--- src/hw/rtl/fqrr_pkg.sv ---
`timescale 1ns / 1ps
// ----------------------------------------------------------------------------
// fqrr_pkg: shared types for the linked-list ready queue
// Command codes, status codes and sequencer states.
// ----------------------------------------------------------------------------
package fqrr_pkg;

	localparam int CMD_W = 3;
	localparam int STATUS_W = 2;

	typedef enum logic [CMD_W-1:0] {
		CMD_ENQ    = 3'd0,
		CMD_DEQ    = 3'd1,
		CMD_REMOVE = 3'd2,
		CMD_PEEK   = 3'd3,
		CMD_START  = 3'd4,
		CMD_NEXT   = 3'd5,
		CMD_EXISTS = 3'd6,
		CMD_NOP    = 3'd7
	} cmd_t;

	typedef enum logic [STATUS_W-1:0] {
		ST_OK       = 2'd0,
		ST_EMPTY    = 2'd1,
		ST_FULL     = 2'd2,
		ST_NOCURSOR = 2'd3
	} status_t;

	typedef enum logic [2:0] {
		S_IDLE,
		S_READ,
		S_WALK,
		S_DONE
	} state_t;

endpackage

--- src/hw/rtl/fqrr_mem.sv ---
`timescale 1ns / 1ps
// ----------------------------------------------------------------------------
// fqrr_mem: entry and link storage
// Two simple dual-port synchronous memories (separate write and read addresses),
// one write and one read a cycle, with registered read data.
// ----------------------------------------------------------------------------
module fqrr_mem #(
	parameter int DEPTH   = 16,
	parameter int ENTRY_W = 32,
	parameter int SLOT_W  = 4
) (
	input  logic               clk,
	input  logic [SLOT_W-1:0]  rd_addr,
	output logic [ENTRY_W-1:0] rd_entry,
	output logic [SLOT_W-1:0]  rd_link,
	input  logic               we_entry,
	input  logic [SLOT_W-1:0]  wa_entry,
	input  logic [ENTRY_W-1:0] wd_entry,
	input  logic               we_link,
	input  logic [SLOT_W-1:0]  wa_link,
	input  logic [SLOT_W-1:0]  wd_link
);

	logic [ENTRY_W-1:0] entry_mem [DEPTH];
	logic [SLOT_W-1:0]  link_mem  [DEPTH];

	always_ff @(posedge clk) begin
		if (we_entry) entry_mem[wa_entry] <= wd_entry;
		rd_entry <= entry_mem[rd_addr];
	end

	always_ff @(posedge clk) begin
		if (we_link) link_mem[wa_link] <= wd_link;
		rd_link <= link_mem[rd_addr];
	end

endmodule

--- src/hw/rtl/fifo_queue_with_removal_and_rr_cursor_unit.sv ---
`timescale 1ns / 1ps
// Sequence per item: accepted in S_IDLE, then S_READ; dequeue, peek and cursor next then
//   read in S_WALK, while enqueue, start, no-op and any command refused on status go straight
//   to S_DONE; remove and exists alternate S_READ and S_WALK per entry walked, up to DEPTH,
//   since each step waits on one read of the entry/link memory. The result is offered in S_DONE.
// Throughput: one item at a time; the next item is taken when the result leaves.
// Reset: asynchronous, clears the free map, pointers, count and cursor. The
//   memories are not cleared; only linked slots are ever read.
// ----------------------------------------------------------------------------
// fifo_queue_with_removal_and_rr_cursor_unit: linked-list ready queue
// FIFO with keyed removal, existence search and a round-robin cursor.
// ----------------------------------------------------------------------------
module fifo_queue_with_removal_and_rr_cursor_unit #(
	parameter int DEPTH   = 16,
	parameter int ENTRY_W = 32
) (
	input  logic        clk,
	input  logic        arst_n,
	input  logic        s_tvalid,
	output logic        s_tready,
	input  logic [39:0] s_tdata,  // cmd[2:0], entry_value[34:3], zero pad
	output logic        m_tvalid,
	input  logic        m_tready,
	output logic [47:0] m_tdata   // status[1:0], data_out[33:2], entry_count[38:34],
	                              // cursor_active[39], cursor_at_head[40], zero pad
);
	import fqrr_pkg::*;

	localparam int SLOT_W = (DEPTH > 1) ? $clog2(DEPTH) : 1;
	localparam int CNT_W  = $clog2(DEPTH + 1);

	state_t state_q, state_n;

	cmd_t               cmd_q;
	logic [ENTRY_W-1:0] key_q;
	logic [DEPTH-1:0]   free_q;
	logic [SLOT_W-1:0]  head_q, tail_q, cur_q, walk_q, prev_q;
	logic               cur_valid_q, has_prev_q, found_q;
	logic [CNT_W-1:0]   count_q, steps_q;
	logic [1:0]         status_q;
	logic [31:0]        data_q;

	logic [SLOT_W-1:0]  rd_addr;
	logic [ENTRY_W-1:0] rd_entry;
	logic [SLOT_W-1:0]  rd_link;
	logic               we_entry, we_link;
	logic [SLOT_W-1:0]  wa_entry, wa_link, wd_link;

	fqrr_mem #(.DEPTH(DEPTH), .ENTRY_W(ENTRY_W), .SLOT_W(SLOT_W)) u_mem (
		.clk(clk), .rd_addr(rd_addr), .rd_entry(rd_entry), .rd_link(rd_link),
		.we_entry(we_entry), .wa_entry(wa_entry), .wd_entry(key_q),
		.we_link(we_link), .wa_link(wa_link), .wd_link(wd_link)
	);

	// Lowest free slot.
	logic [SLOT_W-1:0] free_slot;
	always_comb begin
		free_slot = '0;
		for (int i = DEPTH - 1; i >= 0; i--)
			if (free_q[i]) free_slot = SLOT_W'(i);
	end

	logic full, empty, is_match, cmd_walks;
	assign full  = (count_q == CNT_W'(DEPTH));
	assign empty = (count_q == '0);
	assign is_match = (rd_entry == key_q);
	assign cmd_walks = (cmd_q == CMD_REMOVE) || (cmd_q == CMD_EXISTS);

	always_comb begin
		state_n = state_q;
		case (state_q)
			S_IDLE: if (s_tvalid) state_n = S_READ;
			S_READ: begin
				if ((cmd_q == CMD_DEQ || cmd_q == CMD_PEEK) && !empty) state_n = S_WALK;
				else if (cmd_q == CMD_NEXT && cur_valid_q) state_n = S_WALK;
				else if (cmd_walks && !empty) state_n = S_WALK;
				else state_n = S_DONE;
			end
			S_WALK: begin
				if (!cmd_walks) state_n = S_DONE;
				else if (is_match || steps_q == CNT_W'(1)) state_n = S_DONE;
				else state_n = S_READ;
			end
			S_DONE: if (m_tready) state_n = S_IDLE;
			default: state_n = S_IDLE;
		endcase
	end

	// Memory address: the slot being read this step.
	always_comb begin
		rd_addr = walk_q;
		if (state_q == S_READ && steps_q == count_q) begin
			case (cmd_q)
				CMD_NEXT: rd_addr = cur_q;
				default:  rd_addr = head_q;
			endcase
		end
	end

	always_comb begin
		we_entry = (state_q == S_READ) && (cmd_q == CMD_ENQ) && !full;
		wa_entry = free_slot;
		we_link  = 1'b0;
		wa_link  = tail_q;
		wd_link  = free_slot;
		if (state_q == S_READ && cmd_q == CMD_ENQ && !full && !empty) we_link = 1'b1;
		if (state_q == S_WALK && cmd_q == CMD_REMOVE && is_match && has_prev_q
			&& walk_q != tail_q) begin
			we_link = 1'b1;
			wa_link = prev_q;
			wd_link = rd_link;
		end
	end

	always_ff @(posedge clk or negedge arst_n) begin
		if (!arst_n) state_q <= S_IDLE;
		else state_q <= state_n;
	end

	always_ff @(posedge clk or negedge arst_n) begin
		if (!arst_n) begin
			free_q <= '1; head_q <= '0; tail_q <= '0; cur_q <= '0;
			cur_valid_q <= 1'b0; count_q <= '0;
		end else if (state_q == S_READ) begin
			case (cmd_q)
				CMD_ENQ: if (!full) begin
					free_q[free_slot] <= 1'b0;
					if (empty) head_q <= free_slot;
					tail_q <= free_slot;
					count_q <= count_q + CNT_W'(1);
				end
				CMD_START: if (!empty) begin
					cur_q <= head_q;
					cur_valid_q <= 1'b1;
				end
				CMD_EXISTS: if (!empty && steps_q == count_q) begin
					cur_q <= head_q;
					cur_valid_q <= 1'b1;
				end
				default: ;
			endcase
		end else if (state_q == S_WALK) begin
			case (cmd_q)
				CMD_NEXT: cur_q <= (cur_q == tail_q) ? head_q : rd_link;
				CMD_EXISTS: cur_q <= (walk_q == tail_q) ? head_q : rd_link;
				CMD_DEQ, CMD_REMOVE: if (cmd_q == CMD_DEQ || is_match) begin
					if (!has_prev_q && walk_q != tail_q) head_q <= rd_link;
					if (has_prev_q && walk_q == tail_q) tail_q <= prev_q;
					if (cur_valid_q && cur_q == walk_q) begin
						if (walk_q == tail_q) cur_valid_q <= 1'b0;
						else cur_q <= rd_link;
					end
					if (count_q == CNT_W'(1)) cur_valid_q <= 1'b0;
					free_q[walk_q] <= 1'b1;
					count_q <= count_q - CNT_W'(1);
				end
				default: ;
			endcase
		end
	end

	// Walk bookkeeping and the result.
	always_ff @(posedge clk) begin
		if (state_q == S_IDLE && s_tvalid) begin
			cmd_q <= cmd_t'(s_tdata[2:0]);
			key_q <= ENTRY_W'(s_tdata[34:3]);
			steps_q <= count_q;
			has_prev_q <= 1'b0;
			found_q <= 1'b0;
			status_q <= ST_OK;
			data_q <= '0;
		end else if (state_q == S_READ) begin
			walk_q <= rd_addr;
			case (cmd_q)
				CMD_ENQ:    if (full) status_q <= ST_FULL;
				CMD_NEXT:   if (!cur_valid_q) status_q <= ST_NOCURSOR;
				CMD_START, CMD_DEQ, CMD_PEEK, CMD_REMOVE, CMD_EXISTS:
					if (empty) status_q <= ST_EMPTY;
				default: ;
			endcase
		end else if (state_q == S_WALK) begin
			if (cmd_walks) begin
				if (is_match) found_q <= 1'b1;
				else begin
					prev_q <= walk_q;
					has_prev_q <= 1'b1;
					walk_q <= rd_link;
					steps_q <= steps_q - CNT_W'(1);
				end
				if (!is_match && steps_q == CNT_W'(1)) status_q <= ST_EMPTY;
			end else begin
				data_q <= 32'(rd_entry);
			end
		end
	end

	assign s_tready = (state_q == S_IDLE);
	assign m_tvalid = (state_q == S_DONE);
	assign m_tdata  = {7'd0, cur_valid_q && cur_q == head_q, cur_valid_q,
		5'(count_q), data_q, status_q};

	ap_count_bound: assert property (@(posedge clk) disable iff (!arst_n)
		count_q <= CNT_W'(DEPTH))
		else $error("entry count exceeds depth");
	ap_empty_no_cursor: assert property (@(posedge clk) disable iff (!arst_n)
		(state_q == S_DONE && count_q == '0) |-> !cur_valid_q)
		else $error("cursor active on empty queue");
	ap_free_match: assert property (@(posedge clk) disable iff (!arst_n)
		(state_q == S_IDLE) |-> ($countones(free_q) + 32'(count_q) == DEPTH))
		else $error("free map disagrees with count");
	ap_found_ok: assert property (@(posedge clk) disable iff (!arst_n)
		(state_q == S_DONE && found_q) |-> status_q == ST_OK)
		else $error("match reported with bad status");

endmodule
--- config.mk ---
export PLATFORM = sky130hd
export DESIGN_NAME = fifo_queue_with_removal_and_rr_cursor_unit
export DESIGN_NICKNAME = d
export VERILOG_FILES = /design/src/hw/rtl/fqrr_pkg.sv /design/src/hw/rtl/fqrr_mem.sv /design/src/hw/rtl/fifo_queue_with_removal_and_rr_cursor_unit.sv
export SDC_FILE = /design/constraint.sdc
export NUM_CORES = 1
export LEC_CHECK = 0
export ABC_AREA = 1
export BUFFER_PORTS_ARGS = -buffer_cell sky130_fd_sc_hd__buf_2
export CAP_MARGIN = 15
export CORE_MARGIN = 3
export CORE_UTILIZATION = 55
export DETAILED_ROUTE_END_ITERATION = 12
export HOLD_SLACK_MARGIN = 0.08
export PLACE_DENSITY_LB_ADDON = 0.3
export SKIP_CTS_REPAIR_TIMING = 1
export SYNTH_ARGS = -nofsm -noshare
export SYNTH_HDL_FRONTEND = slang
export SYNTH_SLANG_ARGS = --single-unit
--- constraint.sdc ---
create_clock -name clk -period 6.2 [get_ports clk]
set_input_delay 1.86 -clock clk [delete_from_list [all_inputs] [get_ports clk]]
set_output_delay 1.86 -clock clk [all_outputs]
set_load 0.01 [all_outputs]
==> impl_metrics.yaml <==
status:
  outcome: "finished clean"
synthesis:
  yosys.area.top_type: "edfxtp_1"
  synth_edf_count: 624
  synth_area_leaders: "edfxtp_1 (60%), nand2_1 (14%), nand3_1 (5.9%)"
  ys_seq_area_share_pct: 67.7
  netlist-cell-type-count: 47
  yosysWarningCount: 0
  synth.top_cell.area_share_pct: 60.1
  synth_area_um2: 31200
  synth_seq_cells: 731
  syn_inst: 3000
  synthTopCellsByCount: "nand2_1 (1125), edfxtp_1 (624), nand3_1 (368), inv_1 (284), nor2_1 (72)"
  avgSynthCellArea_um2: 10.4
  post-synth-top-count-cell: "nand2_1"
  ys.flop_type: "edfxtp_1"
  synth_async_sr_flop_share_pct: 4.92
place:
  gp_congestion: 0.881
  io_buffers: 81
  post-dp-hpwl_mm: 41.6
  place_ws_ps: 2050
  place_area_um2: 32100
  placed_cells: 3718
setup_path:
  start_kind: "flop"
  critPathMaxFanout: 176
  worst_path_most_repeated_cell: "nand2_1"
  end_kind: "flop"
  critical_path_required_ps: 6760
  worst-setup-path-type: "flop to flop"
  slowest_stage: "ha_1"
  slowest_delay_ps: 810
  path_cells: "inv_1 -> ha_1 -> nand2_2 -> inv_2 -> nand2_2 -> nand2_8 -> buf_4 -> nand2_1 -> nand2_1 -> nand2_1 -> nand3_1 -> nand3_1 -> nand2_1"
  worstPathArrival_ps: 4790
floorplanning:
  rows: 86
  die_h_um: 244
  core_um2: 55500
  die-area_um2: 59500
  start_util_pct: 56.1
  die_w_um: 244
  io_pins: 94
timing:
  setup_ws_ps: 1970
  hold_viol: 0
  finClkSkew_ps: 23.3
  rsz0062_at_grt: "false"
  drv_slew: 0
  maxSlewHeadroom_pct: 21.1
  max_freq_mhz: 236
  fin_crit_ps: 4230
  setup_violations: 0
  worst_slew_pin_slew_ps: 1180
  fin_tns_setup_ps: 0
  finalCritPeriodShare_pct: 68.2
  worst_hold_slack_ps: 460
grt:
  grt_pass1_vias: 20700
  grt_first_pass_wirelength_mm: 117
  gr-total-overflow: 0
  grt_util_all_layers_pct: 25.5
  grt_max_degree: 177
  antenna_found_initial: 0
routing:
  dr_wl_met3_mm: 5.79
  wl_met2_mm: 36.9
  antenna_left: 0
  drt_iter0_drc: 1974
  drtPass1Iterations: 6
  route.vias.total: 21400
  drc: 0
  m1WireLength_mm: 30.7
  routed.top_layer: "met4"
  wire_per_inst_um: 19.8
  via_per_inst: 5.55
  drt-total-wl_mm: 76.3
min_path:
  min_path_type: "flop to flop"
clocking:
  clock_latency_ps: 620
  cts_buffers: 75
  clock_sinks: 731
  cts_tree: "built"
  ctsHtreeMaxLevel: 3
  root_buffer: "clkbuf_16"
  clock_path_buffers: 3
  path_clk_slew_ps: 60
cells_and_area:
  n_fill_cell: 4435
  fin_cells: 3856
  final_nets: 3105
  drive_gt1_share_pct: 9.20
  area_growth_pct: 10.7
  stdcell_area_um2: 34500
  finalCoreUtilization_pct: 62.1
  antenna_cells: 0
flow_run:
  max_cap_violations: 0
pwr:
  finalPower_mw: 16.4
  peakVddDrop_v: 0.000372
  leakagePower_nw: 14.2
  power_density_nw_per_um2: 476
==> critical path, delay by kind of cell (launching register included) <==
family | cells | cell delay [ps]
DFF | 1 | 420
and+or+nand+nor | 9 | 1750
buffers and inverters | 3 | 1010
adders and majority gates | 1 | 810
==> sequential cells by signal, indices dropped and copies added, names as in the netlist, 5 cells and up <==
name             flops
steps_q              5
u_mem.link_mem      64
free_q              16
data_q              32
key_q               32
u_mem.entry_mem    512
count_q              5
u_mem.rd_entry      32
==> final timing paths <==
check / slack [ps] / to / startpoint / depth (start not counted)
max reg2reg: 1970 / u_mem.rd_entry[10] / state_q[1] / 13
max in group asynchronous: 4300 / state_q[1] / arst_n / 1
min reg2reg: 460 / data_q[29] / data_q[29] / 2
min in group asynchronous: 1360 / head_q[1] / arst_n / 1
max: 1970 / u_mem.rd_entry[10] / state_q[1] / 13
min: 460 / data_q[29] / data_q[29] / 2
==> area by class of cell <==
class	count	area, µm²	area share, %
Multi-Input combinational cell	1834	8280	24.0
Clock inverter	41	368	1.07
Timing Repair Buffer	117	701	2.03
Sequential cell	731	21100	61.1
Tap cell	748	936	2.71
Clock buffer	95	2030	5.90
Inverter	290	1090	3.17
==> placed cells by master, fill, tap and decap left out, types with 41 or more instances in the layout <==
cell type / Yosys / routed
a21oi_1: 51 / 51
buf_2: 65 / 81
clkbuf_16: 0 / 76
dfxtp_1: 71 / 71
edfxtp_1: 624 / 624
inv_1: 284 / 277
nand2_1: 1125 / 1125
nand3_1: 368 / 368
nor2_1: 72 / 62
o21ai_0: 43 / 41
==> logic make-up (layout without fill, tap and decap cells) <==
| family | count (synthesis) | after routing | share of synthesized area (%) |
|---|---|---|---|
| xor+xnor | 47 | 47 | 1.32 |
| compound gates | 161 | 161 | 3.10 |
| other cells | 1 | 7 | 0.0120 |
| simple gates | 1607 | 1607 | 21.2 |
| flops | 731 | 731 | 67.7 |
| buf+inv | 441 | 543 | 6.28 |
| fa+ha+maj | 12 | 12 | 0.482 |
==> power breakdown <==
part | total [mW] | switching (mW) | leakage, nW | internal [mW]
Clock | 4.41 | 1.86 | 1.19 | 2.54
Sequential | 6.57 | 0.479 | 6.64 | 6.09
Combinational | 5.43 | 3.87 | 6.39 | 1.56
==> layer usage <==
| layer | global-route usage [%] | up-vias |
|---|---|---|
| met5 | 0 | - |
| met4 | 10.5 | 0 |
| met3 | 4.13 | 189 |
| met2 | 42.6 | 897 |
| met1 | 33.4 | 10300 |
| li1 | - | 10000 |
Power figures use the tool's default switching activity.
